### src/hdl/mtg_pkg.sv
// shared constants, command/status types and tempering function for the mt19937 generator
package mtg_pkg;

  localparam int unsigned STATE_WORDS   = 624;
  localparam int unsigned MIDDLE_OFFSET = 397;
  localparam int unsigned IDX_W         = 10;
  localparam int unsigned COUNT_W       = 7;
  localparam int unsigned WORD_W        = 32;

  localparam logic [COUNT_W-1:0] MAX_WORDS   = COUNT_W'(64);
  localparam logic [IDX_W-1:0]   LAST_IDX    = IDX_W'(STATE_WORDS - 1);
  localparam logic [IDX_W-1:0]   MID_OFS     = IDX_W'(MIDDLE_OFFSET);
  localparam logic [IDX_W-1:0]   WRAP_WORDS  = IDX_W'(STATE_WORDS);
  localparam logic [WORD_W-1:0]  SEED_RESET  = 32'd5489;
  localparam logic [WORD_W-1:0]  SEED_MULT   = 32'd1812433253;
  localparam int unsigned        SEED_SHIFT  = 30;
  localparam logic [WORD_W-1:0]  TWIST_XOR   = 32'h9908_B0DF;
  localparam logic [WORD_W-1:0]  TEMPER_B    = 32'h9D2C_5680;
  localparam logic [WORD_W-1:0]  TEMPER_C    = 32'hEFC6_0000;

  // controller to datapath
  typedef struct packed {
    logic             seed_en;   // write one seeding entry
    logic [IDX_W-1:0] seed_idx;
    logic             rd_en;     // fetch x[p+1] and x[p+397]
    logic [IDX_W-1:0] rd_addr_next;
    logic [IDX_W-1:0] rd_addr_mid;
    logic             twist_en;  // regenerate x[p] and present one item
    logic [IDX_W-1:0] twist_addr;
    logic             last;
  } mtg_cmd_t;

  // datapath to controller
  typedef struct packed {
    logic out_free;
  } mtg_sts_t;

  function automatic logic [WORD_W-1:0] temper(input logic [WORD_W-1:0] x);
    logic [WORD_W-1:0] y;
    y = x ^ (x >> 11);
    y = y ^ ((y << 7) & TEMPER_B);
    y = y ^ ((y << 15) & TEMPER_C);
    y = y ^ (y >> 18);
    return y;
  endfunction

endpackage

### src/hdl/mtg_ctrl.sv
// controller state machine: seeding sweep, per-word read and twist sequencing
module mtg_ctrl (
  input  logic                          clk_i,
  input  logic                          rst_ni,
  input  logic                          in_valid_i,
  output logic                          in_ready_o,
  input  logic                          in_reseed_i,
  input  logic [mtg_pkg::COUNT_W-1:0]   in_count_i,
  input  mtg_pkg::mtg_sts_t             sts_i,
  output mtg_pkg::mtg_cmd_t             cmd_o
);

  typedef enum logic [1:0] {
    ST_IDLE,
    ST_SEED,
    ST_READ,
    ST_TWIST
  } state_e;

  state_e                        state_q;
  logic                          seeded_q;
  logic [mtg_pkg::IDX_W-1:0]     pos_q;
  logic [mtg_pkg::IDX_W-1:0]     idx_q;
  logic [mtg_pkg::COUNT_W-1:0]   rem_q;

  logic                          in_acc;
  logic [mtg_pkg::COUNT_W-1:0]   count_sat;
  logic [mtg_pkg::IDX_W-1:0]     pos_next;
  logic [mtg_pkg::IDX_W:0]       mid_sum;
  logic [mtg_pkg::IDX_W-1:0]     pos_mid;

  assign in_ready_o = (state_q == ST_IDLE);
  assign in_acc     = in_valid_i && in_ready_o;
  assign count_sat  = (in_count_i > mtg_pkg::MAX_WORDS) ? mtg_pkg::MAX_WORDS : in_count_i;

  assign pos_next = (pos_q == mtg_pkg::LAST_IDX) ? '0 : pos_q + 1'b1;
  assign mid_sum  = {1'b0, pos_q} + {1'b0, mtg_pkg::MID_OFS};
  // wrap modulo the state length, the sum stays below twice of it
  assign pos_mid  = (mid_sum >= {1'b0, mtg_pkg::WRAP_WORDS})
                    ? mtg_pkg::IDX_W'(mid_sum - {1'b0, mtg_pkg::WRAP_WORDS})
                    : mid_sum[mtg_pkg::IDX_W-1:0];

  always_comb begin
    cmd_o              = '0;
    cmd_o.seed_en      = (state_q == ST_SEED);
    cmd_o.seed_idx     = idx_q;
    cmd_o.rd_en        = (state_q == ST_READ);
    cmd_o.rd_addr_next = pos_next;
    cmd_o.rd_addr_mid  = pos_mid;
    cmd_o.twist_en     = (state_q == ST_TWIST) && sts_i.out_free;
    cmd_o.twist_addr   = pos_q;
    cmd_o.last         = (rem_q == mtg_pkg::COUNT_W'(1));
  end

  always_ff @(posedge clk_i or negedge rst_ni) begin
    if (!rst_ni) begin
      state_q  <= ST_IDLE;
      seeded_q <= 1'b0;
      pos_q    <= '0;
      idx_q    <= '0;
      rem_q    <= '0;
    end else begin
      case (state_q)
        ST_IDLE: begin
          if (in_acc) begin
            rem_q <= count_sat;
            if (in_reseed_i || !seeded_q) begin
              state_q  <= ST_SEED;
              seeded_q <= 1'b1;
              pos_q    <= '0;
              idx_q    <= '0;
            end else if (count_sat != '0) begin
              state_q <= ST_READ;
            end
          end
        end
        ST_SEED: begin
          if (idx_q == mtg_pkg::LAST_IDX) begin
            idx_q   <= '0;
            state_q <= (rem_q != '0) ? ST_READ : ST_IDLE;
          end else begin
            idx_q <= idx_q + 1'b1;
          end
        end
        ST_READ: begin
          state_q <= ST_TWIST;
        end
        ST_TWIST: begin
          if (sts_i.out_free) begin
            pos_q   <= pos_next;
            rem_q   <= rem_q - 1'b1;
            state_q <= (rem_q == mtg_pkg::COUNT_W'(1)) ? ST_IDLE : ST_READ;
          end
        end
        default: begin
          state_q <= ST_IDLE;
        end
      endcase
    end
  end

  a_pos_range: assert property (@(posedge clk_i) disable iff (!rst_ni)
    pos_q <= mtg_pkg::LAST_IDX)
    else $error("position out of range");

  a_rem_range: assert property (@(posedge clk_i) disable iff (!rst_ni)
    rem_q <= mtg_pkg::MAX_WORDS)
    else $error("remaining count above limit");

  a_first_seeds: assert property (@(posedge clk_i) disable iff (!rst_ni)
    (in_acc && !seeded_q) |=> (state_q == ST_SEED && pos_q == '0))
    else $error("unseeded request did not seed");

  a_twist_free: assert property (@(posedge clk_i) disable iff (!rst_ni)
    cmd_o.twist_en |-> (sts_i.out_free && rem_q != '0))
    else $error("twist without room or without pending words");

endmodule

### config.mk
export PLATFORM = sky130hd
export DESIGN_NAME = mtg_ctrl
export DESIGN_NICKNAME = d
export VERILOG_FILES = /design/src/hdl/mtg_pkg.sv /design/src/hdl/mtg_ctrl.sv
export SDC_FILE = /design/constraint.sdc
export NUM_CORES = 1
export LEC_CHECK = 0
export ABC_CLOCK_PERIOD_IN_PS = 2700
export BUFFER_PORTS_ARGS = -buffer_cell sky130_fd_sc_hd__buf_2
export CAP_MARGIN = 20
export CORE_MARGIN = 3
export CORE_UTILIZATION = 53
export DETAILED_ROUTE_END_ITERATION = 6
export GPL_TIMING_DRIVEN = 0
export PLACE_DENSITY_LB_ADDON = 0.05
export SYNTH_ARGS = -nofsm -noshare
export SYNTH_HDL_FRONTEND = slang
export SYNTH_SLANG_ARGS = --single-unit
### constraint.sdc
create_clock -name clk_i -period 2.7 [get_ports clk_i]
set_input_delay 0.27 -clock clk_i [delete_from_list [all_inputs] [get_ports clk_i]]
set_output_delay 0.27 -clock clk_i [all_outputs]
set_load 0.01 [all_outputs]
==> results_dict.tcl <==
set metrics [dict create \
    status "finished, violations left" \
    violations "negative setup slack" \
    drtIter0Drc 131 \
    yosysMostFrequentCell "o21ai_0" \
    start_util_pct 57.1 \
    grt_first_pass_wirelength_um 9250 \
    seq_area_frac_synth_pct 34.6 \
    fillers 303 \
    cp_slowest_cell "dfrtp_1" \
    antenna_found_initial 0 \
    path_max_fanout 4 \
    startpoint "pos_q[0]" \
    ys.warnings.count 0 \
    synthSimpleGateAreaFrac_pct 23.4 \
    peakVddDrop_mv 0.567 \
    synthDistinctLibCells 55 \
    htreeDepth 2 \
    wl_met1_um 2420 \
    design_area_mm2 0.00280 \
    place_hpwl_um 3840 \
    ys.flop_type "dfrtp_1" \
    r2r_slack_ps 490 \
    grt_use_total_pct 22.9 \
    grt_max_degree 31 \
    drc 0 \
    cts_tree "built" \
    totalWireLength_um 5630 \
    fin_hold_ws_ps 24.3 \
    hold_violations 0 \
    vias_per_cell 5.73 \
    die_h_um 70.0 \
    fmaxAchievable_ghz 0.360 \
    synthMuxAreaShare_pct 1.15 \
    final-instance-count-excl-fill 380 \
    preCtsSetupSlack_ps -77.8 \
    cp_num_cells 10 \
    cts.sinks 30 \
    final-setup-viol-count 2 \
    rows 22 \
    grt_pass1_vias 2015 \
    routed-via-count 2176 \
    ctsRootBufferMaster "clkbuf_8" \
    overflow 0 \
    synth.top_cells.by_count "o21ai_0 (35), dfrtp_1 (30), nor2_1 (27), nand2_1 (22), inv_1 (9)" \
    core_area_mm2 0.00380 \
    synth_top_area_share_pct 34.6 \
    synth_top_area_cell "dfrtp_1" \
    critPathCaptureType "primary output" \
    clock_latency_ps 280 \
    highest_layer "met4" \
    hp-class "in -> async" \
    tightest_slew_ps 774 \
    slew_headroom_pct 47.6 \
    finClkSkew_ps 5.97 \
    synth-xor-area-share_pct 7.50 \
    syn_nets 271 \
    leakage_nw 1.35 \
    rr_worst_depth 8 \
    critPathTopFamily "simple AND/OR/NAND/NOR gates" \
    gp_congestion 0.857 \
    syn-cell-area_mm2 0.00217 \
    nets 349 \
    async_flop_share_pct 100 \
    postSynthCellCount 253 \
    maxCapViolCount 0 \
    path_class "reg -> out" \
    drive_gt1_share_pct 33.4 \
    dieArea_mm2 0.00490 \
    cp-start-kind "flip-flop" \
    final.min_clock_period_ps 2770 \
    dpl_cell_area_mm2 0.00251 \
    drt_first_pass_iters 4 \
    cp.required_ps 2430 \
    drv_slew 0 \
    ios 57 \
    antenna_cells 0 \
    p_per_area_mw_per_mm2 847 \
    clk_path_buf_depth 2 \
    wire_per_inst_um 14.8 \
    port_buffers 56 \
    areaGrowthSynthToFinish_pct 29.1 \
    synth_fa_ha_area_share_pct 3.46 \
    synth_top_family_by_area "compound AO/OA/AOI/OAI gates" \
    r2r-end "pos_q[5]" \
    timing.final.ws_setup_ps -75.0 \
    ant_nets 0 \
    ys_ff_latch 30 \
    synth_edf_count 0 \
    cp_num_buf_inv 2 \
    critPathMaxStageDelay_ps 410 \
    synth_compound_area_share_pct 24.8 \
    routed-wl-met3_um 241 \
    dp.cells 357 \
    die_w_um 70.0 \
    path_clk_slew_ps 60 \
    timing.rr.start "pos_q[0]" \
    numCtsBuffers 5 \
    cp.arrival_ps 2500 \
    rsz0062_at_grt "yes" \
    synth_area_leaders "dfrtp_1 (35%), o21ai_0 (8.1%), nor2_1 (4.7%)" \
    period_share_pct 103 \
    crit_chain "buf_6 -> a211oi_4 -> nor3b_2 -> or2_4 -> ha_4 -> o2111ai_4 -> a41oi_4 -> nor2_2 -> mux2_4 -> buf_2" \
    wl_met2_um 2900 \
    cts_hold_buf 0 \
    synth.avg_cell_area_um2 8.58 \
    crit_path_end "cmd_o[17]" \
]
per-stage QoR:
| step | total power (W) | TNS [ps] | util [%] |
|---|---|---|---|
| 6_report | 0.00237 | -90.6 | 73.7 |
| 5_1_grt | 0.00257 | -526 | 73.7 |
| 4_1_cts | 0.00234 | -116 | 72.4 |
| 3_5_place_dp | 0.00182 | -77.8 | 66.1 |
| 3_3_place_gp | 0.00180 | -48.1 | 66.1 |
| 2_1_floorplan | 0.00147 | 0 | - |
metal layers:
| layer | GRT usage, % | vias up |
|---|---|---|
| met5 | 0 | - |
| met4 | 7.66 | 0 |
| met3 | 4.46 | 8 |
| met2 | 40.2 | 63 |
| met1 | 28.1 | 1042 |
| li1 | - | 1063 |
power by group:
group	switching [W]	leakage [nW]	total [W]	internal, W
combinational	0.000751	0.916	0.00132	0.000567
sequential	0.000117	0.389	0.000684	0.000567
clock	0.000165	0.0482	0.000370	0.000205
total	0.00103	1.35	0.00237	0.00134
worst min-delay path by stage:
stage / startpoint / end / cells past startpoint
after detailed placement: rst_ni / pos_q[6] / 1
after floorplan: rst_ni / idx_q[0] / 0
after CTS: rst_ni / idx_q[0] / 1
after global placement: rst_ni / pos_q[6] / 1
after global routing: rst_ni / pos_q[8] / 1
final: rst_ni / pos_q[8] / 1
sequential cells by signal, summed over array words and instances (netlist names):
register and count:
idx_q 10, pos_q 10, rem_q 7, seeded_q 1, state_q 2
cells by family (layout without fill, tap and decap cells):
family | Yosys count | after routing
AOI/OAI and AO/OA | 81 | 81
xor gates and xnor gates | 16 | 16
DFF | 30 | 30
adders and majority gates | 6 | 6
muxes | 2 | 2
buffers and inverters | 22 | 101
and+or+nand+nor | 96 | 96
layout by cell type (no fill, tap or decap), types with 4 or more instances in the layout:
cell type  netlist  layout
a21o_1           5       5
ha_1             6       4
xnor2_1          5       5
clkbuf_1         5       6
buf_2            4      60
a21oi_1          7       7
nor3_1           7       7
nand3_1          5       5
buf_4            0      15
xor2_1           8       7
dfrtp_1         30      28
nand2_1         22      22
nor2_1          27      27
a31oi_1          7       7
a22o_1           7       7
and3_1           5       5
inv_1            9       9
clkbuf_8         0       6
o21ai_0         35      35
area by class of cell:
| type | instances | area [µm²] | share of cell area (%) |
|---|---|---|---|
| well taps | 48 | 60.1 | 2.14 |
| clock inverters | 1 | 5.00 | 0.179 |
| plain buffers | 13 | 77.6 | 2.77 |
| inverters | 9 | 33.8 | 1.21 |
| flip-flops and latches | 30 | 753 | 26.9 |
| repair buffers | 71 | 393 | 14.0 |
| multi-input cells | 201 | 1390 | 49.7 |
| clock buffers | 7 | 86.3 | 3.08 |
what timing repair did:
action                     4_1_cts  5_1_grt
resized for setup               11        4
setup buffers                   12        3
setup endpoints to repair        5        5
pin swaps                        6        3
Note: power is estimated with default switching activity, not from simulation.
